<file path="src/rtl/core/assert_macros.svh">
// Assertion macros shared by the formatter RTL.
`ifndef ASSERT_MACROS_SVH
`define ASSERT_MACROS_SVH
`ifndef SYNTHESIS
`define ASSERT_IMPLY(name, clk, rst_n, ante, cons) \
    name: assert property (@(posedge clk) disable iff (!rst_n) (ante) |-> (cons)) \
        else $error("same-cycle implication failed");
`define ASSERT_NEXT(name, clk, rst_n, ante, cons) \
    name: assert property (@(posedge clk) disable iff (!rst_n) (ante) |=> (cons)) \
        else $error("next-cycle implication failed");
`else
`define ASSERT_IMPLY(name, clk, rst_n, ante, cons)
`define ASSERT_NEXT(name, clk, rst_n, ante, cons)
`endif
`endif

</file>
<file path="src/rtl/core/i2a_pkg.sv">
// Shared constants, types and helpers of the integer to ASCII formatter.
`default_nettype none
package i2a_pkg;

    localparam int VALUE_W   = 32;
    localparam int DIGITS    = 10;
    localparam int BCD_W     = DIGITS * 4;
    localparam int CNT_W     = $clog2(DIGITS + 1);
    localparam int BIT_CNT_W = $clog2(VALUE_W);
    localparam int CHAR_W    = 7;

    localparam logic [1:0] FMT_UDEC   = 2'd0;
    localparam logic [1:0] FMT_SDEC   = 2'd1;
    localparam logic [1:0] FMT_HEX    = 2'd2;
    localparam logic [1:0] FMT_UNUSED = 2'd3;

    localparam logic [CHAR_W-1:0] CHAR_ZERO    = 7'h30;
    localparam logic [CHAR_W-1:0] CHAR_UPPER_A = 7'h41;
    localparam logic [CHAR_W-1:0] CHAR_MINUS   = 7'h2D;
    localparam logic [3:0]        RADIX_DEC    = 4'd10;

    typedef struct packed {
        logic             valid;
        logic [BCD_W-1:0] digits;
        logic             neg;
    } load_t;

    function automatic logic [CHAR_W-1:0] digit_char(input logic [3:0] d);
        if (d < RADIX_DEC)
        begin
            return CHAR_ZERO + {3'b000, d};
        end
        return CHAR_UPPER_A + {3'b000, 4'(d - RADIX_DEC)};
    endfunction

endpackage
`default_nettype wire

</file>
<file path="src/rtl/core/i2a_dabble.sv">
// Bit-serial binary to BCD converter using shift and add-three.
`default_nettype none
module i2a_dabble (
    input  wire logic                       clk,
    input  wire logic                       rst_n,
    input  wire logic                       start,
    input  wire logic [i2a_pkg::VALUE_W-1:0] mag,
    output logic                            busy,
    output logic                            done,
    output logic [i2a_pkg::BCD_W-1:0]       bcd
);
    import i2a_pkg::*;

    localparam logic [BIT_CNT_W-1:0] LAST_BIT = BIT_CNT_W'(VALUE_W - 1);

    logic [VALUE_W-1:0]   bin_reg, bin_next;
    logic [BCD_W-1:0]     bcd_reg, bcd_next;
    logic [BCD_W-1:0]     adj;
    logic [BIT_CNT_W-1:0] cnt_reg, cnt_next;
    logic                 busy_reg, busy_next;
    logic                 done_reg, done_next;

    always_comb
    begin
        // Every digit of five or more is bumped by three before the shift.
        for (int i = 0; i < DIGITS; i++)
        begin
            adj[4*i +: 4] = (bcd_reg[4*i +: 4] >= 4'd5) ? bcd_reg[4*i +: 4] + 4'd3
                                                         : bcd_reg[4*i +: 4];
        end
    end

    always_comb
    begin
        bin_next  = bin_reg;
        bcd_next  = bcd_reg;
        cnt_next  = cnt_reg;
        busy_next = busy_reg;
        done_next = 1'b0;
        if (start)
        begin
            bin_next  = mag;
            bcd_next  = '0;
            cnt_next  = '0;
            busy_next = 1'b1;
        end
        else if (busy_reg)
        begin
            bin_next = {bin_reg[VALUE_W-2:0], 1'b0};
            bcd_next = {adj[BCD_W-2:0], bin_reg[VALUE_W-1]};
            cnt_next = cnt_reg + 1'b1;
            if (cnt_reg == LAST_BIT)
            begin
                busy_next = 1'b0;
                done_next = 1'b1;
            end
        end
    end

    always_ff @(posedge clk or negedge rst_n)
    begin
        if (!rst_n)
        begin
            cnt_reg  <= '0;
            busy_reg <= 1'b0;
            done_reg <= 1'b0;
        end
        else
        begin
            cnt_reg  <= cnt_next;
            busy_reg <= busy_next;
            done_reg <= done_next;
        end
    end

    always_ff @(posedge clk)
    begin
        bin_reg <= bin_next;
        bcd_reg <= bcd_next;
    end

    assign busy = busy_reg;
    assign done = done_reg;
    assign bcd  = bcd_reg;

endmodule
`default_nettype wire

</file>
<file path="src/rtl/core/i2a_emit.sv">
// Digit shifter that drops leading zeros and drives the character output register.
`default_nettype none
module i2a_emit (
    input  wire logic                         clk,
    input  wire logic                         rst_n,
    input  wire i2a_pkg::load_t               load,
    output logic                              busy,
    output logic                              chr_valid,
    input  wire logic                         chr_stall,
    output logic [i2a_pkg::CHAR_W-1:0]        char_code,
    output logic                              last
);
    import i2a_pkg::*;

    typedef enum logic [3:0] {
        E_IDLE  = 4'b0001,
        E_SKIP  = 4'b0010,
        E_SIGN  = 4'b0100,
        E_DIGIT = 4'b1000
    } estate_t;

    localparam logic [CNT_W-1:0] CNT_ONE  = CNT_W'(1);
    localparam logic [CNT_W-1:0] CNT_FULL = CNT_W'(DIGITS);

    estate_t             state_reg, state_next;
    logic [BCD_W-1:0]    digs_reg, digs_next;
    logic [CNT_W-1:0]    cnt_reg, cnt_next;
    logic                neg_reg, neg_next;
    logic                chr_valid_reg, chr_valid_next;
    logic [CHAR_W-1:0]   char_reg, char_next;
    logic                last_reg, last_next;
    logic [3:0]          top;
    logic                slot_free;
    logic                write;

    assign top       = digs_reg[BCD_W-1 -: 4];
    assign slot_free = !chr_valid_reg || !chr_stall;

    always_comb
    begin
        state_next = state_reg;
        digs_next  = digs_reg;
        cnt_next   = cnt_reg;
        neg_next   = neg_reg;
        char_next  = char_reg;
        last_next  = last_reg;
        write      = 1'b0;
        unique case (state_reg)
            E_IDLE:
            begin
                if (load.valid)
                begin
                    digs_next  = load.digits;
                    neg_next   = load.neg;
                    cnt_next   = CNT_FULL;
                    state_next = E_SKIP;
                end
            end
            E_SKIP:
            begin
                // The final digit position is always kept so that zero prints as '0'.
                if (top == 4'd0 && cnt_reg != CNT_ONE)
                begin
                    digs_next = {digs_reg[BCD_W-5:0], 4'd0};
                    cnt_next  = cnt_reg - CNT_ONE;
                end
                else
                begin
                    state_next = neg_reg ? E_SIGN : E_DIGIT;
                end
            end
            E_SIGN:
            begin
                if (slot_free)
                begin
                    write      = 1'b1;
                    char_next  = CHAR_MINUS;
                    last_next  = 1'b0;
                    state_next = E_DIGIT;
                end
            end
            E_DIGIT:
            begin
                if (slot_free)
                begin
                    write     = 1'b1;
                    char_next = digit_char(top);
                    last_next = (cnt_reg == CNT_ONE);
                    digs_next = {digs_reg[BCD_W-5:0], 4'd0};
                    cnt_next  = cnt_reg - CNT_ONE;
                    if (cnt_reg == CNT_ONE)
                    begin
                        state_next = E_IDLE;
                    end
                end
            end
            default:
            begin
                state_next = E_IDLE;
            end
        endcase
        chr_valid_next = write ? 1'b1 : (chr_valid_reg && chr_stall);
    end

    always_ff @(posedge clk or negedge rst_n)
    begin
        if (!rst_n)
        begin
            state_reg     <= E_IDLE;
            chr_valid_reg <= 1'b0;
        end
        else
        begin
            state_reg     <= state_next;
            chr_valid_reg <= chr_valid_next;
        end
    end

    always_ff @(posedge clk)
    begin
        digs_reg <= digs_next;
        cnt_reg  <= cnt_next;
        neg_reg  <= neg_next;
        char_reg <= char_next;
        last_reg <= last_next;
    end

    assign busy      = (state_reg != E_IDLE);
    assign chr_valid = chr_valid_reg;
    assign char_code = char_reg;
    assign last      = last_reg;

endmodule
`default_nettype wire

</file>
<file path="src/rtl/core/integer_to_ascii_formatter_core.sv">
// Integer to ASCII formatter top level: one request at a time, text out one character a cycle
// while no pending character is stalled. Decimal: accept, shift-and-add-three conversion, load
// into the emitter, zero skip, a minus sign if negative, digits, then back to idle. Hex: loaded
// into the emitter at accept, then zero skip, digits and back to idle. A stalled pending
// character holds back the text that follows. Reset (rst_n, asynchronous) idles all control.
`default_nettype none
`include "assert_macros.svh"
module integer_to_ascii_formatter_core (
    input  wire logic                          clk,
    input  wire logic                          rst_n,
    input  wire logic                          num_valid,
    output logic                               num_stall,
    input  wire logic [i2a_pkg::VALUE_W-1:0]   value,
    input  wire logic [1:0]                    action,
    output logic                               chr_valid,
    input  wire logic                          chr_stall,
    output logic [i2a_pkg::CHAR_W-1:0]         char_code,
    output logic                               last
);
    import i2a_pkg::*;

    typedef enum logic [2:0] {
        S_IDLE = 3'b001,
        S_CONV = 3'b010,
        S_EMIT = 3'b100
    } state_t;

    state_t             state_reg, state_next;
    logic               neg_reg, neg_next;
    logic               accept;
    logic               is_hex;
    logic               neg_in;
    logic [VALUE_W-1:0] mag;
    logic               dab_busy;
    logic               dab_done;
    logic [BCD_W-1:0]   dab_bcd;
    logic               emit_busy;
    load_t              load;

    assign num_stall = (state_reg != S_IDLE);
    assign accept    = num_valid && !num_stall;

    always_comb
    begin
        is_hex = 1'b0;
        neg_in = 1'b0;
        unique case (action)
            FMT_HEX:  is_hex = 1'b1;
            FMT_SDEC: neg_in = value[VALUE_W-1];
            FMT_UDEC: neg_in = 1'b0;
            default:  neg_in = 1'b0;   // unused selector formats as unsigned decimal
        endcase
        // Two's complement negate; the most negative value comes out right as unsigned.
        mag = neg_in ? (~value + 1'b1) : value;
    end

    i2a_dabble u_dabble (
        .clk   (clk),
        .rst_n (rst_n),
        .start (accept && !is_hex),
        .mag   (mag),
        .busy  (dab_busy),
        .done  (dab_done),
        .bcd   (dab_bcd)
    );

    always_comb
    begin
        load.valid  = (accept && is_hex) || (state_reg == S_CONV && dab_done);
        load.digits = (state_reg == S_CONV) ? dab_bcd
                                            : {{(BCD_W - VALUE_W){1'b0}}, value};
        load.neg    = (state_reg == S_CONV) ? neg_reg : 1'b0;
    end

    i2a_emit u_emit (
        .clk       (clk),
        .rst_n     (rst_n),
        .load      (load),
        .busy      (emit_busy),
        .chr_valid (chr_valid),
        .chr_stall (chr_stall),
        .char_code (char_code),
        .last      (last)
    );

    always_comb
    begin
        state_next = state_reg;
        neg_next   = neg_reg;
        unique case (state_reg)
            S_IDLE:
            begin
                if (accept)
                begin
                    neg_next   = neg_in;
                    state_next = is_hex ? S_EMIT : S_CONV;
                end
            end
            S_CONV:
            begin
                if (dab_done)
                begin
                    state_next = S_EMIT;
                end
            end
            S_EMIT:
            begin
                if (!emit_busy)
                begin
                    state_next = S_IDLE;
                end
            end
            default:
            begin
                state_next = S_IDLE;
            end
        endcase
    end

    always_ff @(posedge clk or negedge rst_n)
    begin
        if (!rst_n)
        begin
            state_reg <= S_IDLE;
        end
        else
        begin
            state_reg <= state_next;
        end
    end

    always_ff @(posedge clk)
    begin
        neg_reg <= neg_next;
    end

    `ASSERT_NEXT(a_conv_starts, clk, rst_n, accept && !is_hex, dab_busy)
    `ASSERT_IMPLY(a_emit_idle_in_conv, clk, rst_n, state_reg == S_CONV, !emit_busy)
    `ASSERT_IMPLY(a_done_only_in_conv, clk, rst_n, dab_done, state_reg == S_CONV)
    `ASSERT_IMPLY(a_char_range, clk, rst_n, chr_valid, char_code >= 7'd45 && char_code <= 7'd70)

endmodule
`default_nettype wire

</file>
<file path="config.mk">
export PLATFORM = sky130hd
export DESIGN_NAME = integer_to_ascii_formatter_core
export DESIGN_NICKNAME = d
export VERILOG_FILES = /design/src/rtl/core/i2a_pkg.sv /design/src/rtl/core/i2a_dabble.sv /design/src/rtl/core/i2a_emit.sv /design/src/rtl/core/integer_to_ascii_formatter_core.sv
export VERILOG_INCLUDE_DIRS = /design/src /design/src/rtl/core
export SDC_FILE = /design/constraint.sdc
export NUM_CORES = 1
export LEC_CHECK = 0
export BUFFER_PORTS_ARGS = -buffer_cell sky130_fd_sc_hd__buf_2
export CAP_MARGIN = 40
export CORE_UTILIZATION = 45
export CTS_CLUSTER_DIAMETER = 200
export DETAILED_ROUTE_END_ITERATION = 12
export GPL_ROUTABILITY_DRIVEN = 0
export SLEW_MARGIN = 15
export SYNTH_ARGS = -nofsm -noshare
export SYNTH_HDL_FRONTEND = slang
export SYNTH_SLANG_ARGS = --single-unit
</file>
<file path="constraint.sdc">
create_clock -name clk -period 6.25 [get_ports clk]
set_input_delay 1.25 -clock clk [delete_from_list [all_inputs] [get_ports clk]]
set_output_delay 1.25 -clock clk [all_outputs]
set_load 0.005 [all_outputs]
</file>
* After elaboration in Yosys (flattened, before gate mapping)
Cells that the tools add are included.
** Operators by class
- Add/sub/neg operators :: 16
- Magnitude comparators :: 11
- Eq/ne operators :: 23
- Multiplexer cells :: 58
- Bitwise gates (word level) :: 1
- Reduce and logical (&&, ||, !) cells :: 23
** Operator list (count)
- two-way mux 40 bit :: 4
- one-hot mux 40 bit (3 select lines) :: 1
- two-way mux 32 bit :: 3
- two-way mux 4 bit :: 18
- >= comparator 4 x 3 -> 1 bit (second input constant) :: 10
- adder 4 x 2 -> 4 bit (second input constant) :: 9
- adder 32 x 1 -> 32 bit (second input constant) :: 1
- NOT 32 bit :: 1
- two-way mux 7 bit :: 4
- two-way mux 1 bit :: 16
- one-hot mux 4 bit (4 select lines) :: 1
- two-way mux 3 bit :: 5
- one-hot mux 7 bit (2 select lines) :: 1
- one-hot mux 4 bit (3 select lines) :: 1
- two-way mux 5 bit :: 2
- != test 2 x 1 -> 1 bit (second input constant) :: 5
- one-hot mux 3 bit (3 select lines) :: 1
- equality test 4 x 1 -> 1 bit (second input constant) :: 2
- != test 2 bit (second input constant) :: 4
- != test 4 x 1 -> 1 bit (second input constant) :: 2
- adder 6 x 4 -> 7 bit (first input constant) :: 1
- adder 7 x 4 -> 7 bit (first input constant) :: 1
- logical AND 1 bit :: 6
- AND reduction 3 bit :: 2
- other kinds (25) :: 31
** Storage, ports and cells
- Bits in registers :: 141
- Bits of input ports :: 38
- Output and inout bits :: 10
- Logic and storage cells :: 146

* Longest topological paths before layout
- Depth in word-level cells :: 7
- Gate-level depth with buffers :: 7

* Modules after synthesis
A second synthesis with hierarchy kept.
** Second synthesis, totals
- Cells, all modules :: 827
- Area, all modules :: 8097.8 um^2
** By module, submodules not included
- i2a_dabble :: times used 1, cells an instance 398, area each 4093.9 um^2, seq. area each 1936.9 um^2
- i2a_emit :: times used 1, cells an instance 258, area each 2682.6 um^2, seq. area each 1717.9 um^2
- integer_to_ascii_formatter_core :: times used 1, cells an instance 171, area each 1321.3 um^2, seq. area each 106.4 um^2

* Worst setup path before layout
No wires, ideal clock.
- Kind :: in2reg
- From :: in num_valid
- To :: reg u_emit.cnt_reg[0], enable pin
- Library setup time :: 0.472 ns
- Arrival :: 4.163 ns
- Data required time :: 5.778 ns
- Slack :: 1.615 ns
- Cell stages on the path :: 5
- Path buffers :: 1
- Cell sequence :: and4bb_2 > clkbuf_2 > a221oi_2 > a41o_2 > a31oi_1
** On the way
- Word-level cells in the longest chain between the ends :: 5
** RTL lines
- start, declared :: line integer_to_ascii_formatter_core.sv:11 : input wire logic num_valid,
- logical AND 1 bit :: line integer_to_ascii_formatter_core.sv:41 : assign accept = num_valid && !num_stall;
- logical AND 1 bit :: line integer_to_ascii_formatter_core.sv:69 : load.valid = (accept && is_hex) || (state_reg == S_CONV && dab_done);
- logical OR 1 bit :: line integer_to_ascii_formatter_core.sv:69
- != test 2 bit (no source line)
- AND reduction 4 bit (no source line)
- end signal, assigned :: line i2a_emit.sv:122 : cnt_reg <= cnt_next;
- end, declared :: line i2a_emit.sv:27 : logic [CNT_W-1:0] cnt_reg, cnt_next;
No other way between the ends.
A chain may end at the register's enable or synchronous reset.

* Worst setup path after layout
- From :: in num_valid
- To :: reg u_emit.cnt_reg[1], enable pin
Same word-level chain as after synthesis.

==> summary.txt <==
Worst slack, placed - 2.75 ns
Postcts setup bufs - 0
Most frequent cells in the layout - nor2_1 (96), edfxtp_1 (86), nand2_1 (74)
Fin. Hold Viols - 0
Total track usage - 20.6%
Area Overhead vs Synth - 14.3%
EDFF count, synth - 86
Initial antenna violation count - 0
Final hold slack - 0.495 ns
Leak - 3.58 nW
Ys Warns - 0
Hold Crit Start - u_dabble.bcd[39]$_SDFFE_PP0P_
Mapped Area - 7670 µm²
Synth Flop Type - edfxtp_1
Clock root buffer - clkbuf_16
Initial core utilization - 46.2%
Slew Limit Fails - 0
TritonCTS buffer count - 17
CTS clock-pin slew for the worst setup and hold paths - 0.06 ns
Worst hold path endpoint - u_dabble.bcd[39]$_SDFFE_PP0P_
CP arrival - 3.13 ns
Share of layout cells above drive strength 1 - 12.6%
Post-Syn Nets - 847
Cell Pwr Density - 508 nW/µm²
Port Buf Inserts - 47
Setup Viol. Count Final - 0
Worst setup path category - in -> reg
Crit share post-route - 48.7%
RSZ-0062 raised after global routing - false
Clock Tree Buf Depth - 2
# hold bufs at CTS - 0
Crit path largest cell delay - 0.65 ns
Final nets - 885
Vias in the first global route - 5910
1st-iter DRT viols - 350
Io pins - 48
Setup crit start kind - input port
Synthesized flop and latch total - 141
CP cell instances - buf_2, and4bb_2, a221oi_2, a41o_2, a31oi_4, buf_4
Status - complete, no violations
Post-route DRC violation count - 0
Slew @ Worst Pin - 0.806 ns
Cells after Synth - 781
Setup TNS Final - 0 ns
CP Capture Type - flip-flop
WHS Path Cells - 2
CTS tree - done
First-pass detailed-route iteration total - 5
Die Width - 133 µm
Critical-path top delay cell - a31oi_4
Commonest non-fill, non-tap cell in the layout - nor2_1
GR Overflow Total - 0
Post-layout power - 4.45 mW
N_diodes - 0
DR vias - 5818
Clock skew - 0.00735 ns
Worst Path Max Fanout - 24
Setup ws final - 3.21 ns
First-pass GRT wire length - 28800 µm
Asr flop ratio synth - 10.6%
Mean area per synthesized cell - 9.82 µm²
Worst reg2reg startpoint - u_emit.state_reg[3]$_DFFE_PN0P_
R2R depth - 4
Crit path time final - 3.04 ns
Distinct cells, synth - 55
DP HPWL - 11700 µm
R2R Setup Slk - 3.44 ns
Max-cap viol count - 0
Drt total wl - 17100 µm
Max transition margin - 46.3%
Placeable Area - 16600 µm²
Drt wl/cell - 16.2 µm
Post-route antenna net violation count - 0
Row Count - 47
Clk_lat worst skew - 0.42 ns
Finished Layout Cells - 1051
Sequential share of the synthesized area - 49.1%
CP Data Required Time - 6.33 ns
Worst Hold Class - reg -> reg
H-tree depth - 4
Die height - 133 µm
R2r endpoint - u_emit.cnt_reg[1]$_SDFFCE_PN1P_
Largest net degree at the start of global routing - 67
Fillcell total - 1516
Inst Count DP - 1020
CTS resizes - 0
Die area - 17600 µm²
Maximum vdd drop - 259 µV
Clock Sinks - 141
Vias per cell - 5.54
Max Freq - 328 MHz
## final cells by class
type                       count  area (µm²)  area share (%)
sequential                   141        3760            42.9
clock buffer                  19         443            5.05
tap                          220         275            3.14
timing repair buffer          55         308            3.51
clock inverter                12         193            2.20
inverter                      33         124            1.41
multi-input combinational    571        3660            41.7
## kinds of logic (layout without fill, tap and decap cells)
family | Yosys count | after routing | share of synthesized area, %
mux | 64 | 64 | 8.42
compound gates | 169 | 169 | 12.5
fa+ha+maj | 28 | 28 | 4.57
xor+xnor | 43 | 43 | 4.91
flops | 141 | 141 | 49.1
buf+inv | 69 | 119 | 3.70
simple gates | 267 | 267 | 16.8
## worst max-delay path by stage
stage	startpoint	end	slack, ns	cells after the start
final	num_valid	u_emit.cnt_reg[1]$_SDFFCE_PN1P_	3.21	6
after global routing	action[1]	u_dabble.bin_reg[17]$_DFFE_PP_	3.03	6
after CTS	num_valid	u_emit.cnt_reg[1]$_SDFFCE_PN1P_	3.19	6
after detailed placement	num_valid	u_emit.cnt_reg[3]$_SDFFCE_PN1P_	2.75	6
after global placement	action[1]	u_dabble.bin_reg[17]$_DFFE_PP_	2.78	6
after floorplan	num_valid	u_emit.cnt_reg[0]$_SDFFCE_PN0P_	1.61	5
## worst max-delay path: cells and delay by family
kind,cells,cell delay [ns]
buffers and inverters,2,0.54
AND/OR/NAND/NOR,1,0.32
AO/OA/AOI/OAI,3,1.01
## metal layers
metal	GRT usage, %	vias to the layer above	part of all wire, %
met1	26.3	2825	47
li1	-	2865	-
met4	6.70	0	1.8
met3	4.60	25	3.5
met5	0	-	0
met2	34.6	103	48
## Yosys cell counts, drive strengths merged (14+ instances only)
library cell | n | share of area [%]
mux2i | 63 | 8.2
inv | 33 | 1.6
xnor2 | 25 | 2.9
nor2 | 96 | 4.7
dfxtp | 40 | 10
o21ai | 61 | 4.0
buf | 17 | 1.1
xor2 | 18 | 2.1
clkbuf | 19 | 0.95
a21oi | 73 | 4.8
nand2 | 75 | 3.7
ha | 28 | 4.6
nand2b | 14 | 1.1
nand3 | 27 | 1.8
edfxtp | 86 | 34
## report_power, final
part	leakage [nW]	internal, mW	switching, mW
Combinational	1.89	0.625	0.884
Sequential	1.39	1.54	0.287
Clock	0.307	0.714	0.395
Total	3.58	2.88	1.57
## stage by stage
stage,instance area (µm²),utilization [%]
after CTS,8760,52.8
after floorplan,7670,-
after global routing,8760,52.8
after detailed placement,8130,49.0
final,8760,52.8
after global placement,8110,48.9
Note: power is estimated with default switching activity, not from simulation.
